**src/design/hcbd_pkg.sv**
```systemverilog
// ----------------------------------------------------------------------------
// hcbd_pkg
// Shared types and constants of the prefix-code tree build and decode block.
// ----------------------------------------------------------------------------
package hcbd_pkg;

  localparam int MAX_ENTRIES = 1024;
  localparam int MAX_NODES   = 2048;
  localparam int MAX_LEN     = 32;

  localparam int NODE_W  = $clog2(MAX_NODES);
  localparam int CNT_W   = $clog2(MAX_NODES + 1);
  localparam int ENTRY_W = 10;
  localparam int LEN_W   = 6;
  localparam int LVL_W   = (MAX_LEN > 1) ? $clog2(MAX_LEN) : 1;
  localparam int STAT_W  = 3;

  typedef enum logic [STAT_W-1:0] {
    ST_INS_OK   = 3'd0,
    ST_INS_OVF  = 3'd1,
    ST_DEC_PEND = 3'd2,
    ST_DEC_DONE = 3'd3,
    ST_DEC_ERR  = 3'd4
  } status_e;

  // one node memory word
  typedef struct packed {
    logic [NODE_W-1:0]  left;
    logic [NODE_W-1:0]  right;
    logic               leaf;
    logic               full;
    logic [ENTRY_W-1:0] entry;
  } node_t;

  localparam int NODE_BITS = $bits(node_t);

  typedef enum logic [4:0] {
    C_NONE,
    C_DEC_START,
    C_DEC_STEP,
    C_DEC_DONE,
    C_DEC_PEND,
    C_DEC_ERR,
    C_INS_START,
    C_INS_OK,
    C_INS_FAIL,
    C_SK_ROOT,
    C_SK_LEFT,
    C_SK_HITL,
    C_SK_UP,
    C_SK_RIGHT,
    C_SK_HITR,
    C_CHAIN_INIT,
    C_CHAIN_EMPTY,
    C_CHAIN_WR,
    C_RD_HIT,
    C_LINK_WR,
    C_PR_RDN,
    C_PR_RDL,
    C_PR_RDR,
    C_PR_WR
  } cmd_e;

  // datapath flags seen by the controller
  typedef struct packed {
    logic tree_empty;
    logic len_bad;
    logic c_ok;
    logic leaf;
    logic sk_skip;
    logic sk_bad;
    logic sk_lok;
    logic up_root;
    logic up_side;
    logic up_rok;
    logic need_ok;
    logic empty_ok;
    logic chain_last;
    logic no_link;
    logic both_ok;
    logic rd_full;
    logic dep_zero;
  } flags_t;

endpackage

```
**src/design/hcbd_ctrl.sv**
```systemverilog
// ----------------------------------------------------------------------------
// hcbd_ctrl
// Sequencer for decode steps, tree search, chain allocation and full marks.
// ----------------------------------------------------------------------------
module hcbd_ctrl (
  input  logic             clk_i,
  input  logic             rst_ni,
  input  logic             in_valid_i,
  output logic             in_ready_o,
  input  logic             op_i,
  output logic             out_valid_o,
  input  logic             out_ready_i,
  input  hcbd_pkg::flags_t flags_i,
  output hcbd_pkg::cmd_e   cmd_o
);
  import hcbd_pkg::*;

  typedef enum logic [4:0] {
    S_IDLE, S_DEC_EV1, S_DEC_EV2, S_DEC_ERR, S_INS_CHK, S_SK_EV, S_SK_UP,
    S_NEED, S_CHAIN, S_LINK_RD, S_LINK_WR, S_PR_RDN, S_PR_EVN, S_PR_EVL,
    S_PR_EVR, S_INS_OK, S_INS_FAIL
  } state_e;

  state_e state_q, state_d;
  logic   out_valid_q, out_valid_d;
  logic   out_free;
  cmd_e   cmd;

  assign out_free = !out_valid_q || out_ready_i;

  always_comb begin
    state_d = state_q;
    cmd     = C_NONE;
    case (state_q)
      S_IDLE: begin
        if (in_valid_i) begin
          if (op_i) begin
            cmd     = C_DEC_START;
            state_d = flags_i.tree_empty ? S_DEC_ERR : S_DEC_EV1;
          end else begin
            cmd     = C_INS_START;
            state_d = S_INS_CHK;
          end
        end
      end
      S_DEC_EV1: begin
        if (flags_i.c_ok) begin
          cmd     = C_DEC_STEP;
          state_d = S_DEC_EV2;
        end else begin
          state_d = S_DEC_ERR;
        end
      end
      S_DEC_EV2: begin
        if (out_free) begin
          cmd     = flags_i.leaf ? C_DEC_DONE : C_DEC_PEND;
          state_d = S_IDLE;
        end
      end
      S_DEC_ERR: begin
        if (out_free) begin
          cmd     = C_DEC_ERR;
          state_d = S_IDLE;
        end
      end
      S_INS_CHK: begin
        if (flags_i.len_bad) begin
          state_d = S_INS_FAIL;
        end else if (flags_i.tree_empty) begin
          if (flags_i.empty_ok) begin
            cmd     = C_CHAIN_EMPTY;
            state_d = S_CHAIN;
          end else begin
            state_d = S_INS_FAIL;
          end
        end else begin
          cmd     = C_SK_ROOT;
          state_d = S_SK_EV;
        end
      end
      S_SK_EV: begin
        if (flags_i.sk_skip || flags_i.sk_bad) begin
          state_d = S_SK_UP;
        end else if (!flags_i.sk_lok) begin
          cmd     = C_SK_HITL;
          state_d = S_NEED;
        end else begin
          cmd = C_SK_LEFT;
        end
      end
      S_SK_UP: begin
        if (flags_i.up_root) begin
          state_d = S_INS_FAIL;
        end else if (flags_i.up_side) begin
          cmd = C_SK_UP;
        end else if (!flags_i.up_rok) begin
          cmd     = C_SK_HITR;
          state_d = S_NEED;
        end else begin
          cmd     = C_SK_RIGHT;
          state_d = S_SK_EV;
        end
      end
      S_NEED: begin
        if (flags_i.need_ok) begin
          cmd     = C_CHAIN_INIT;
          state_d = S_CHAIN;
        end else begin
          state_d = S_INS_FAIL;
        end
      end
      S_CHAIN: begin
        cmd = C_CHAIN_WR;
        if (flags_i.chain_last) begin
          state_d = flags_i.no_link ? S_INS_OK : S_LINK_RD;
        end
      end
      S_LINK_RD: begin
        cmd     = C_RD_HIT;
        state_d = S_LINK_WR;
      end
      S_LINK_WR: begin
        cmd     = C_LINK_WR;
        state_d = S_PR_RDN;
      end
      S_PR_RDN: begin
        cmd     = C_PR_RDN;
        state_d = S_PR_EVN;
      end
      S_PR_EVN: begin
        if (flags_i.both_ok) begin
          cmd     = C_PR_RDL;
          state_d = S_PR_EVL;
        end else begin
          state_d = S_INS_OK;
        end
      end
      S_PR_EVL: begin
        if (flags_i.rd_full) begin
          cmd     = C_PR_RDR;
          state_d = S_PR_EVR;
        end else begin
          state_d = S_INS_OK;
        end
      end
      S_PR_EVR: begin
        if (flags_i.rd_full) begin
          cmd     = C_PR_WR;
          state_d = flags_i.dep_zero ? S_INS_OK : S_PR_RDN;
        end else begin
          state_d = S_INS_OK;
        end
      end
      S_INS_OK: begin
        if (out_free) begin
          cmd     = C_INS_OK;
          state_d = S_IDLE;
        end
      end
      S_INS_FAIL: begin
        if (out_free) begin
          cmd     = C_INS_FAIL;
          state_d = S_IDLE;
        end
      end
      default: begin
        state_d = S_IDLE;
      end
    endcase
  end

  always_comb begin
    out_valid_d = out_valid_q && !out_ready_i;
    if (cmd == C_INS_OK || cmd == C_INS_FAIL || cmd == C_DEC_ERR ||
        cmd == C_DEC_DONE || cmd == C_DEC_PEND) begin
      out_valid_d = 1'b1;
    end
  end

  always_ff @(posedge clk_i or negedge rst_ni) begin
    if (!rst_ni) begin
      state_q     <= S_IDLE;
      out_valid_q <= 1'b0;
    end else begin
      state_q     <= state_d;
      out_valid_q <= out_valid_d;
    end
  end

  assign in_ready_o  = (state_q == S_IDLE);
  assign out_valid_o = out_valid_q;
  assign cmd_o       = cmd;

`ifndef ASSERT_OFF
  a_fin_free: assert property (@(posedge clk_i) disable iff (!rst_ni)
    (cmd == C_INS_OK || cmd == C_INS_FAIL || cmd == C_DEC_ERR ||
     cmd == C_DEC_DONE || cmd == C_DEC_PEND) |-> out_free)
    else $error("result written over a waiting item");
  a_accept_busy: assert property (@(posedge clk_i) disable iff (!rst_ni)
    (in_valid_i && in_ready_o) |=> (state_q != S_IDLE))
    else $error("accepted item not started");
  a_fin_valid: assert property (@(posedge clk_i) disable iff (!rst_ni)
    (cmd == C_DEC_DONE || cmd == C_DEC_PEND) |=> out_valid_o)
    else $error("decode result lost");
`endif

endmodule

```
**config.mk**
```make
export PLATFORM = sky130hd
export DESIGN_NAME = hcbd_ctrl
export DESIGN_NICKNAME = d
export VERILOG_FILES = /design/src/design/hcbd_pkg.sv /design/src/design/hcbd_ctrl.sv
export SDC_FILE = /design/constraint.sdc
export NUM_CORES = 1
export LEC_CHECK = 0
export BUFFER_PORTS_ARGS = -buffer_cell sky130_fd_sc_hd__buf_2
export CAP_MARGIN = 20
export CORE_ASPECT_RATIO = 1.1
export CORE_UTILIZATION = 50
export DETAILED_ROUTE_END_ITERATION = 8
export PLACE_DENSITY = 0.78
export RECOVER_POWER = 25
export SETUP_SLACK_MARGIN = 0.4
export SYNTH_ARGS = -nofsm -noshare
export SYNTH_HDL_FRONTEND = slang
export SYNTH_SLANG_ARGS = --single-unit
```
**constraint.sdc**
```tcl
create_clock -name clk_i -period 2.7 [get_ports clk_i]
set_clock_uncertainty 0.15 [all_clocks]
set_input_delay 0.54 -clock clk_i [delete_from_list [all_inputs] [get_ports clk_i]]
set_output_delay 0.54 -clock clk_i [all_outputs]
set_load 0.02 [all_outputs]
```
==> results of run 1 <==
## sequential cells by signal (all words and copies together), names as in the netlist
name and flops:
state_q 5, out_valid_o 1
## cell usage in the layout (no fill, tap or decap), drive strengths merged, types with 5 or more instances in the layout
cell    netlist  routed
buf           8      64
nor2         17      17
nand2        12      12
a21oi        11      11
inv           9       9
nor3          7       7
o21ai         6       6
dfrtp         6       6
nor2b         5       5
nand2b        5       5
## power by group
part	switching [mW]	total, mW	internal, mW
clock network	0.0311	0.0813	0.0502
registers	0.111	0.256	0.145
logic	0.920	1.89	0.970
total	1.06	2.23	1.17
## per-stage QoR
step,utilization [%],TNS [ns],cell area [um^2]
after global placement,65.3,0,1160
after global routing,87.7,-0.242,1560
after detailed placement,65.3,0,1160
after floorplan,-,0,953
after CTS,76.5,0,1360
final,87.7,-0.123,1560
## critical path: cells and delay by family (launching register included)
family / cells / cell delay [ns]
AOI/OAI and AO/OA: 2 / 0.48
buffers and inverters: 3 / 0.37
and+or+nand+nor: 2 / 0.53
DFF: 1 / 0.45
## final timing paths
kind                       cells after the start                endpoint  slack, ns                    from
max in group asynchronous                      2  state_q[2]$_DFFE_PN0P_       1.56                  rst_ni
min in group asynchronous                      2   out_valid_o$_DFF_PN0_       0.58                  rst_ni
hold reg to reg                                3   out_valid_o$_DFF_PN0_       0.52   out_valid_o$_DFF_PN0_
setup reg to reg                              11   out_valid_o$_DFF_PN0_       0.02  state_q[0]$_DFFE_PN0P_
hold / removal                                 3   out_valid_o$_DFF_PN0_       0.52   out_valid_o$_DFF_PN0_
setup / recovery                               7                cmd_o[1]      -0.07  state_q[0]$_DFFE_PN0P_
## cells by family after synthesis
group | count (synthesis) | share of synthesized area [%]
compound gates | 39 | 28.6
xor+xnor | 1 | 0.919
fa+ha+maj | 1 | 1.18
buf+inv | 19 | 9.58
flops | 6 | 15.7
mux | 2 | 2.10
simple gates | 72 | 41.9
## metal layers
metal | vias to the layer above | track usage [%]
met5 | - | 0
met2 | 103 | 61.8
li1 | 644 | -
met4 | 0 | 14.4
met3 | 16 | 5.66
met1 | 695 | 45.3
## layout make-up
cell class | count | area (um^2) | area share, %
Multi-Input combinational cell | 115 | 832 | 53.2
Inverter | 9 | 33.8 | 2.16
Clock buffer | 3 | 22.5 | 1.44
Sequential cell | 6 | 155 | 9.93
Timing Repair Buffer | 66 | 497 | 31.8
Tap cell | 18 | 22.5 | 1.44
## cell usage after synthesis (2+ instances only)
cell / instances / area (um^2)
sky130_fd_sc_hd__nor2_1: 17 / 63.8
sky130_fd_sc_hd__nand2_1: 12 / 45.0
sky130_fd_sc_hd__a21oi_1: 11 / 55.1
sky130_fd_sc_hd__inv_1: 8 / 30.0
sky130_fd_sc_hd__nor3_1: 7 / 35.0
sky130_fd_sc_hd__dfrtp_1: 6 / 150
sky130_fd_sc_hd__o21ai_0: 6 / 30.0
sky130_fd_sc_hd__nor2b_1: 5 / 31.3
sky130_fd_sc_hd__buf_2: 4 / 20.0
sky130_fd_sc_hd__nand2b_1: 4 / 25.0
sky130_fd_sc_hd__nand3_1: 4 / 20.0
sky130_fd_sc_hd__a31oi_1: 3 / 18.8
sky130_fd_sc_hd__and3_1: 3 / 18.8
sky130_fd_sc_hd__or3_1: 3 / 18.8
sky130_fd_sc_hd__a211oi_1: 2 / 15.0
sky130_fd_sc_hd__and2_1: 2 / 12.5
sky130_fd_sc_hd__buf_4: 2 / 15.0
sky130_fd_sc_hd__clkbuf_1: 2 / 7.51
sky130_fd_sc_hd__mux2i_1: 2 / 20.0
sky130_fd_sc_hd__nand4_1: 2 / 12.5
sky130_fd_sc_hd__nor3b_1: 2 / 15.0
sky130_fd_sc_hd__nor4_1: 2 / 12.5
sky130_fd_sc_hd__nor4b_1: 2 / 17.5
sky130_fd_sc_hd__o2111a_1: 2 / 22.5
sky130_fd_sc_hd__o22ai_1: 2 / 12.5
sky130_fd_sc_hd__o41ai_1: 2 / 17.5
sky130_fd_sc_hd__or4_1: 2 / 15.0
## timing repair
action	4_1_cts	5_1_grt
resized for setup	22	25
gates cloned	0	0
setup buffers	12	11
endpoints found under the hold margin	6	0
hold buffers	1	0
pin swaps	6	9
endpoints found under the setup margin	6	8
==> impl_results.md, run 1 <==
* Status: complete, but fails checks
* Violated checks: design-rule violations, negative setup slack
* Antenna diode count at 0
* Summed instance area of the synthesized netlist at 953 um^2
* Count of placed standard cells including taps at 190
* Number of antenna violations at the first check in global routing at 0
* Series of cell instances along the critical path: buf_6 -> and3_4 -> o211ai_1 -> o21ai_1 -> nor4b_2 -> inv_1 -> buf_2
* Endpoint kind of the worst setup timing path: output pin
* Measured slew at the worst slew-check pin at just over 0.6 ns
* Worst setup timing slack at the placement stage at 0.0653 ns
* Final period demand of the worst path at around 2.8 ns
* Hold slack final at between 0.5 and 0.6 ns
* Static leakage at 0.724 nW
* Final Wtd Congestion at approximately 0.97
* Async set or reset register ratio after synthesis at between 90% and 100%
* Number of top-level pins at 29
* CTS tree: built
* Post-synthesis cell type count at between 40 and 50
* Max-cap violation count at 0
* Worst relative slew slack at 58.5%
* Number of pins exceeding their max-slew limit in the final report at 0
* Slowest library cell on the worst path: sky130_fd_sc_hd__dfrtp_2
* Average cell area after synthesis at just under 7 um^2
* Number of global-route vias before repair at around 1200
* Via total after detailed routing at roughly 1500
* Syn Inst Count at 140
* Detailed-route vias per instance at 6.72
* Classification of the worst-slack hold path: flip-flop to flip-flop
* Routed Wire Length at 4300 um
* Number of warning messages in the yosys log at 0
* CTS Root Cell: sky130_fd_sc_hd__clkbuf_4
* Slowest stage delay, CP at roughly 0.45 ns
* Final instance count without filler cells at between 200 and 250
* # port buffers at 28
* Post-detailed-route count of antenna-violating nets at 0
* Total length of routed met3 wires at approximately 330 um
* Fraction of layout cells with a size suffix above 1 at 49.2%
* First-pass iteration count of the detailed router at 7
* Period utilisation layout at 102%
* Crit path max fanout at 6
* Maximum achievable frequency at between 0.3 and 0.4 GHz
* Placeable Area at around 1800 um^2
* Number of rows in the core area at 16
* Iter 0 DRT Violations at 93
* P per Cell Area at 1430 nW/um^2
* Area Growth Syn to Fin at 63.9%
* Starting Density at 53.5%
* Die width at approximately 44 um
* Wire length of the first global-routing pass at about 5500 um
* Largest net degree at the start of global routing at 13
* # H-tree levels at 1
* Sum of routed wire segments on met1 at between 1500 and 2000 um
* Overall Power at 2.23 mW
* Register bit total from synthesis at 6
* Routed wl met2 at ~2100 um
* Clock edge transition at the registers on the reported setup and hold paths at approximately 0.050 ns
* DRC violation count after routing at 3
* Die outline height at about 48 um
* Buffer levels on the longest clock path at 2
* Syn nets at around 160
* Least setup slack across all paths after layout at -0.0655 ns
* Sort of element at the start of the critical path: flip-flop
* Remaining Overflow, GRT at 0
* Average wire per standard cell at just under 20 um
* Top Metal Used: met4
* Post-layout nets at roughly 220
* Setup repair after global routing missed its margin: yes
* Final Setup Violations at 2
* Critical path data arrival time at about 2.1 ns
* Critical path start-end classification: flip-flop to output pin
* Fraction of the yosys area taken by sequential cells at between 10% and 20%
* Die area at ~2100 um^2
* VDD IR-drop max at roughly 1 mV
* Fill cell instance count of the final layout at 93
* Number of buffers created by CTS at 3
* Tot GR Track Use at a little over a third
* Total clock sinks at 6
* Number of enable-type register cells in the synthesized netlist at 0
* Main flop type after synthesis: sky130_fd_sc_hd__dfrtp_1
* Total half-perimeter wirelength after legalization and detailed placement at between 2000 and 2500 um
* Final Hold Fails at 0
* Insertion delay of the later-clocked pin in the worst-skew pair at about 0.24 ns
* Required time at the endpoint of the critical path at between 2 and 2.5 ns
Power figures use the tool's default switching activity.
==> run 2: changes to the inputs <==
PLACE_DENSITY = 0.75   (was 0.78)
==> run 2 against run 1 <==
  * The run still ends with design-rule violations, negative setup slack left
  * Sequential share of layout area down 0.18 points
  * Register-to-register slack better by 0.26 ns
  * Die area did not move
  * Wire length increased by 17%
  * Sequential power down 4%
  * Clock power rose by 7.3%
  * First-iteration DRC count is 130% higher
  * Critical path depth did not move
==> impl_results.md, run 2 (synthesis results as in run 1) <==
* Total clock sinks at 6 (unchanged)
* Tot GR Track Use at 42.2% (+6.4 points)
* # port buffers at 28 (unchanged)
* Final Hold Fails at 0 (unchanged)
* Die width at 43.6 um (unchanged)
* Count of placed standard cells including taps at 189 (-0.53%)
* Register area at 155 um^2 (unchanged)
* Required time at the endpoint of the critical path at 2.01 ns (about the same)
* Post-detailed-route count of antenna-violating nets at 0 (unchanged)
* Max-cap violation count at 0 (unchanged)
* Classification of the worst-slack hold path: flip-flop to flip-flop
* Number of global-route vias before repair at 1338 (+8.2%)
* Wire length of the first global-routing pass at 6290 um (+15%)
* Final instance count without filler cells at 218 (+0.46%)
* Fraction of layout cells with a size suffix above 1 at 50.5% (+1.3 points)
* Via total after detailed routing at 1591 (+9.1%)
* Total half-perimeter wirelength after legalization and detailed placement at 2550 um (+9.7%)
* Worst setup timing slack at the placement stage at 0.100 ns (+0.0347 ns)
* Iter 0 DRT Violations at 216 (+130%)
* Endpoint kind of the worst setup timing path: output pin
* Routed Wire Length at 5030 um (+17%)
* Insertion delay of the later-clocked pin in the worst-skew pair at 0.26 ns (+0.02 ns)
* Critical path start-end classification: flip-flop to output pin
* Worst reg-to-reg setup slack at 0.28 ns (+0.26 ns)
* R2r startpoint: state_q[2]$_DFFE_PN0P_
* VDD IR-drop max at 1.05 mV (+4.1%)
* Crit path max fanout at 11 (+5)
* Violated checks: design-rule violations, negative setup slack
* First-pass iteration count of the detailed router at 8 (+1)
* Detailed-route vias per instance at 7.30 (+8.6%)
* Sort of element at the start of the critical path: flip-flop
* Largest register by flop count: state_q
* Layout Utilization at 89.3% (+1.6 points)
* Fill cell instance count of the final layout at 90 (-3.2%)
* Number of buffers created by CTS at 3 (unchanged)
* Area Growth Syn to Fin at 66.9%
* Largest net degree at the start of global routing at 12 (-1)
* P per Cell Area at 1440 nW/um^2 (+0.85%)
* Overall Power at 2.29 mW (+2.7%)
* Critical R2R Capture: out_valid_o$_DFF_PN0_
* Critical path data arrival time at 2.11 ns (+0.03 ns)
* Remaining Overflow, GRT at 0 (unchanged)
* Top Family by Delay on Critical Path: simple AND/OR/NAND/NOR gates
* Final period demand of the worst path at 2.80 ns (+0.0315 ns)
* Max FFs per register at 5 (unchanged)
* Starting Density at 53.5% (unchanged)
* Die area at 2090 um^2 (unchanged)
* Worst relative slew slack at 61.4% (+2.9 points)
* Worst path buffer plus inverter count at 3 (unchanged)
* Number of antenna violations at the first check in global routing at 0 (unchanged)
* DRC violation count after routing at 2 (-1)
* Fin Setup TNS at -0.156 ns (-0.0322 ns)
* Worst hold endpoint: out_valid_o$_DFF_PN0_
* Buffer levels on the longest clock path at 2 (unchanged)
* Slowest stage delay, CP at 0.48 ns (+0.03 ns)
* Number of pins exceeding their max-slew limit in the final report at 0 (unchanged)
* Number of rows in the core area at 16 (unchanged)
* CTS tree: built
* Most frequent cells in the layout: sky130_fd_sc_hd__buf_4, sky130_fd_sc_hd__buf_2, sky130_fd_sc_hd__nor2_1, sky130_fd_sc_hd__buf_6, sky130_fd_sc_hd__nand2_1
* Setup repair after global routing missed its margin: yes
* Final Wtd Congestion at 0.963 (-0.72%)
* Source of the worst hold timing path: out_valid_o$_DFF_PN0_
* Period utilisation layout at 104% (+1.2 points)
* Status: complete, but fails checks
* Maximum achievable frequency at 0.358 GHz (-1.1%)
* Static leakage at 0.734 nW (+1.3%)
* Antenna diode count at 0 (unchanged)
* Clock edge transition at the registers on the reported setup and hold paths at 0.05 ns (about the same)
* Final Setup Violations at 3 (+1)
* Series of cell instances along the critical path: buf_6 -> nor4b_4 -> a31oi_4 -> o21ai_1 -> nor4b_2 -> inv_1 -> buf_2
* Most common cell after layout, fill and taps aside: sky130_fd_sc_hd__buf_4
* Measured slew at the worst slew-check pin at 0.579 ns (-0.0437 ns)
* Average wire per standard cell at 23.1 um (+16%)
* Die outline height at 47.8 um (unchanged)
* Number of top-level pins at 29 (unchanged)
* Post-layout nets at 224 (+0.45%)
* CTS Root Cell: sky130_fd_sc_hd__clkbuf_4
* Worst reg2reg path depth at 8 (-3)
* Least setup slack across all paths after layout at -0.0970 ns (-0.0315 ns)
* Slowest library cell on the worst path: sky130_fd_sc_hd__dfrtp_2
* # H-tree levels at 1 (unchanged)
* Multi-input gate area in the final layout at 845 um^2 (+1.5%)
* Number of instances on the worst hold path at 3 (unchanged)
* Placeable Area at 1780 um^2 (unchanged)
[run 2: metal layers]
metal,vias to the layer above,part of all wire (%),track usage (%)
met3,53,14,10.2
met1,717,34,52.3
met5,-,0,0
met4,0,7.0,21.3
li1,637,-,-
met2,184,45,69.6
[run 2: area by class of cell]
type | instances | share of cell area (%)
clock buffers | 3 | 1.42
flip-flops and latches | 6 | 9.75
well taps | 18 | 1.42
multi-input cells | 115 | 53.1
repair buffers | 67 | 31.9
inverters | 9 | 2.44
[run 2: worst max-delay path by stage]
stage	startpoint	end	slack, ns	cells past startpoint
floorplan	out_ready_i	cmd_o[2]	0.38	4
global placement	state_q[0]$_DFFE_PN0P_	cmd_o[1]	0.14	7
detailed placement	state_q[0]$_DFFE_PN0P_	cmd_o[1]	0.10	7
CTS	state_q[3]$_DFFE_PN0P_	cmd_o[2]	0.08	5
global route	state_q[0]$_DFFE_PN0P_	cmd_o[1]	-0.12	7
finish	state_q[1]$_DFFE_PN0P_	cmd_o[1]	-0.1	7
[run 2: through the flow]
stage,hold WS (ns),instance area [um^2]
after floorplan,0.0944,953
after global placement,0.214,1160
after detailed placement,0.220,1160
after CTS,0.492,1470
after global routing,0.557,1590
final,0.564,1590
[run 2: worst register-to-register path, delay by kind of cell (launching register included)]
family / cells / cell delay (ns)
AO/OA/AOI/OAI: 3 / 0.61
buffers and inverters: 2 / 0.33
AND/OR/NAND/NOR: 3 / 0.75
flip-flops: 1 / 0.47
[run 2: repair_timing]
action	4_1_cts	5_1_grt
gates cloned	0	0
setup endpoints to repair	6	10
hold buffers	1	0
pin swaps	11	4
setup buffers	20	5
gates resized for setup	36	20
endpoints found under the hold margin	6	0
[run 2: where the power goes]
part	internal [mW]	leakage, nW	switching [mW]
clock network	0.0505	0.0138	0.0366
logic	0.951	0.650	1.00
registers	0.145	0.0704	0.0999
total	1.15	0.734	1.14
==> run 3: changes to the inputs <==
==> constraint.sdc (replaced) <==
create_clock -name clk_i -period 2.7 [get_ports clk_i]
set_clock_uncertainty 0.15 [all_clocks]
set_input_delay 0.27 -clock clk_i [delete_from_list [all_inputs] [get_ports clk_i]]
set_output_delay 0.27 -clock clk_i [all_outputs]
set_load 0.02 [all_outputs]
==> run 3 against run 2 <==
  * Register-to-register slack better by 0.07 ns
  * Global-route usage decreased by 0.36 points
  * The flow finishes with violations (design-rule violations)
  * Wire length shrank 4.3%
  * First-iteration DRC count fell by 11%
  * Sequential share of layout area rose by 0.80 points
  * Largest cell class unchanged
  * Sequential power is essentially flat
  * Setup slack improved by 0.26 ns
  * Hold slack got worse by 0.25 ns
  * Count of clock-buffer cells in the layout did not move
==> impl_results.md, run 3 (synthesis results as in run 1) <==
* Buffer levels on the longest clock path at 2 (unchanged)
* Number of pins exceeding their max-slew limit in the final report at 0 (unchanged)
* Average wire per standard cell at 23.1 um (+0.28%)
* CTS tree: built
* Fraction of layout cells with a size suffix above 1 at 45.8% (-4.7 points)
* Net switching share of the total power at 52.1% (+2.2 points)
* Total length of routed met3 wires at 700 um (+2.8%)
* Final instance count without filler cells at 208 (-4.6%)
* Number of buffers created by CTS at 3 (unchanged)
* Psw at 1.09 mW (-4.5%)
* Int Power at 1.00 mW (-12%)
* Wire length of the first global-routing pass at 6250 um (-0.65%)
* Static leakage at 0.681 nW (-7.2%)
* Most common cell after layout, fill and taps aside: sky130_fd_sc_hd__buf_2
* Fill cell instance count of the final layout at 103 (+14%)
* Routed Wire Length at 4810 um (-4.3%)
* Die area at 2090 um^2 (unchanged)
* # H-tree levels at 1 (unchanged)
* Total half-perimeter wirelength after legalization and detailed placement at 2410 um (-5.2%)
* Setup repair after global routing missed its margin: yes
* Number of top-level pins at 29 (unchanged)
* Count of placed standard cells including taps at 183 (-3.2%)
* Register area at 155 um^2 (unchanged)
* Largest net degree at the start of global routing at 9 (-3)
* Iter 0 DRT Violations at 193 (-11%)
* Post-detailed-route count of antenna-violating nets at 0 (unchanged)
* Violated checks: design-rule violations
* Final Wtd Congestion at 1.02 (+6.1%)
* Number of global-route vias before repair at 1360 (+1.6%)
* Overall Power at 2.09 mW (-8.5%)
* Multi-input gate area in the final layout at 836 um^2 (-1.0%)
* Final Setup Violations at 0 (-3)
* Via total after detailed routing at 1604 (+0.82%)
* Most frequent cells in the layout: sky130_fd_sc_hd__buf_2, sky130_fd_sc_hd__buf_4, sky130_fd_sc_hd__nor2_1
* Required time at the endpoint of the critical path at 2.28 ns (+0.27 ns)
* Number of rows in the core area at 16 (unchanged)
* Endpoint kind of the worst setup timing path: output pin
* Area Growth Syn to Fin at 54.2%
* Fin Setup TNS at 0 ns (+0.156 ns)
* Proportion of power drawn by flip-flops and latches at 11.7% (+1.0 points)
* Final period demand of the worst path at 2.54 ns (-0.259 ns)
* Period utilisation layout at 94.0% (-9.6 points)
* Top Metal Used: met4
* Sort of element at the start of the critical path: flip-flop
* Measured slew at the worst slew-check pin at 0.655 ns (+0.0757 ns)
* Insertion delay of the later-clocked pin in the worst-skew pair at 0.25 ns (about the same)
* CTS Root Cell: sky130_fd_sc_hd__clkbuf_4
* Max FFs per register at 5 (unchanged)
* Starting Density at 53.5% (unchanged)
* Status: complete, but fails checks
* Final Hold Fails at 0 (unchanged)
* Critical path start-end classification: flip-flop to output pin
* VDD IR-drop max at 0.924 mV (-12%)
* Clock Power Share at 4.2% (+0.4 points)
* Post-layout nets at 214 (-4.5%)
* Routed wl met2 at 2000 um (-12%)
* Largest register by flop count: state_q
* Tot GR Track Use at 41.9% (-0.36 points)
* Worst relative slew slack at 56.3% (-5.0 points)
* Maximum achievable frequency at 0.394 GHz (+10%)
* Combinational group share of total power at 84.1% (-1.4 points)
* Total clock sinks at 6 (unchanged)
* DRC violation count after routing at 4 (+2)
* Number of antenna violations at the first check in global routing at 0 (unchanged)
* Detailed-route vias per instance at 7.71 (+5.7%)
* Antenna diode count at 0 (unchanged)
* Sum of routed wire segments on met1 at 1640 um (-5.7%)
* First-pass iteration count of the detailed router at 7 (-1)
* Placeable Area at 1780 um^2 (unchanged)
* Max-cap violation count at 0 (unchanged)
* Clock edge transition at the registers on the reported setup and hold paths at 0.05 ns (about the same)
* Die width at 43.6 um (unchanged)
* Crit path max fanout at 6 (-5)
* # port buffers at 28 (unchanged)
* Critical path data arrival time at 2.12 ns (about the same)
* P per Cell Area at 1420 nW/um^2 (-0.94%)
* Die outline height at 47.8 um (unchanged)
* Remaining Overflow, GRT at 0 (unchanged)
* Classification of the worst-slack hold path: input port to asynchronous set/reset pin
-- run 3: per-stage QoR --
| step | utilization [%] | area, um^2 | hold slack [ns] | setup WS [ns] |
|---|---|---|---|---|
| 4_1_cts | 76.9 | 1370 | 0.231 | 0.362 |
| 6_report | 82.5 | 1470 | 0.319 | 0.162 |
| 2_1_floorplan | - | 953 | -0.176 | 0.454 |
| 3_3_place_gp | 62.4 | 1110 | -0.0552 | 0.234 |
| 5_1_grt | 82.5 | 1470 | 0.342 | 0.161 |
| 3_5_place_dp | 62.4 | 1110 | -0.0427 | 0.215 |
-- run 3: final cells by class --
type,count,area share (%)
Clock buffer,3,1.53
Inverter,9,2.30
Multi-Input combinational cell,115,56.9
Sequential cell,6,10.6
Tap cell,18,1.53
Timing Repair Buffer,57,27.2
-- run 3: power by group through the flow --
stage | logic (mW) | clock network [mW] | registers [mW]
finish | 1.76 | 0.0869 | 0.246
global route | 1.82 | 0.0930 | 0.247
CTS | 1.43 | 0.0849 | 0.227
detailed placement | 1.07 | 0 | 0.260
global placement | 1.05 | 0 | 0.256
floorplan | 0.868 | 0 | 0.174
-- run 3: routing by layer --
layer | GRT usage (%) | up-vias
li1 | - | 628
met1 | 49.4 | 689
met2 | 70.4 | 203
met3 | 10.2 | 84
met4 | 24.4 | 0
met5 | 0 | -
-- run 3: timing repair --
action                                  CTS  global route
gates resized for setup                  26            14
hold buffers                              1             0
buffers inserted                         17             4
endpoints found under the setup margin    6             7
hold endpoints to repair                  6             0
pin swaps                                 6             5
-- run 3: path summary, 6_finish.rpt --
check / startpoint / end / slack (ns) / depth (start not counted)
worst min register to register: out_valid_o$_DFF_PN0_ / out_valid_o$_DFF_PN0_ / 0.53 / 3
worst min-delay path: rst_ni / out_valid_o$_DFF_PN0_ / 0.32 / 2
worst max register to register: state_q[3]$_DFFE_PN0P_ / state_q[4]$_DFFE_PN0P_ / 0.35 / 8
worst max-delay path: state_q[4]$_DFFE_PN0P_ / cmd_o[0] / 0.16 / 5
max in group asynchronous: rst_ni / state_q[0]$_DFFE_PN0P_ / 1.78 / 2
min in group clk_i: out_ready_i / out_valid_o$_DFF_PN0_ / 0.33 / 4
-- run 3: worst max-delay path: stages (launching register included) --
cell	delay, ns
sky130_fd_sc_hd__dfrtp_1	0.45
sky130_fd_sc_hd__nand2b_4	0.20
sky130_fd_sc_hd__or4_4	0.56
sky130_fd_sc_hd__o32ai_1	0.33
sky130_fd_sc_hd__or4_4	0.21
sky130_fd_sc_hd__buf_6	0.11
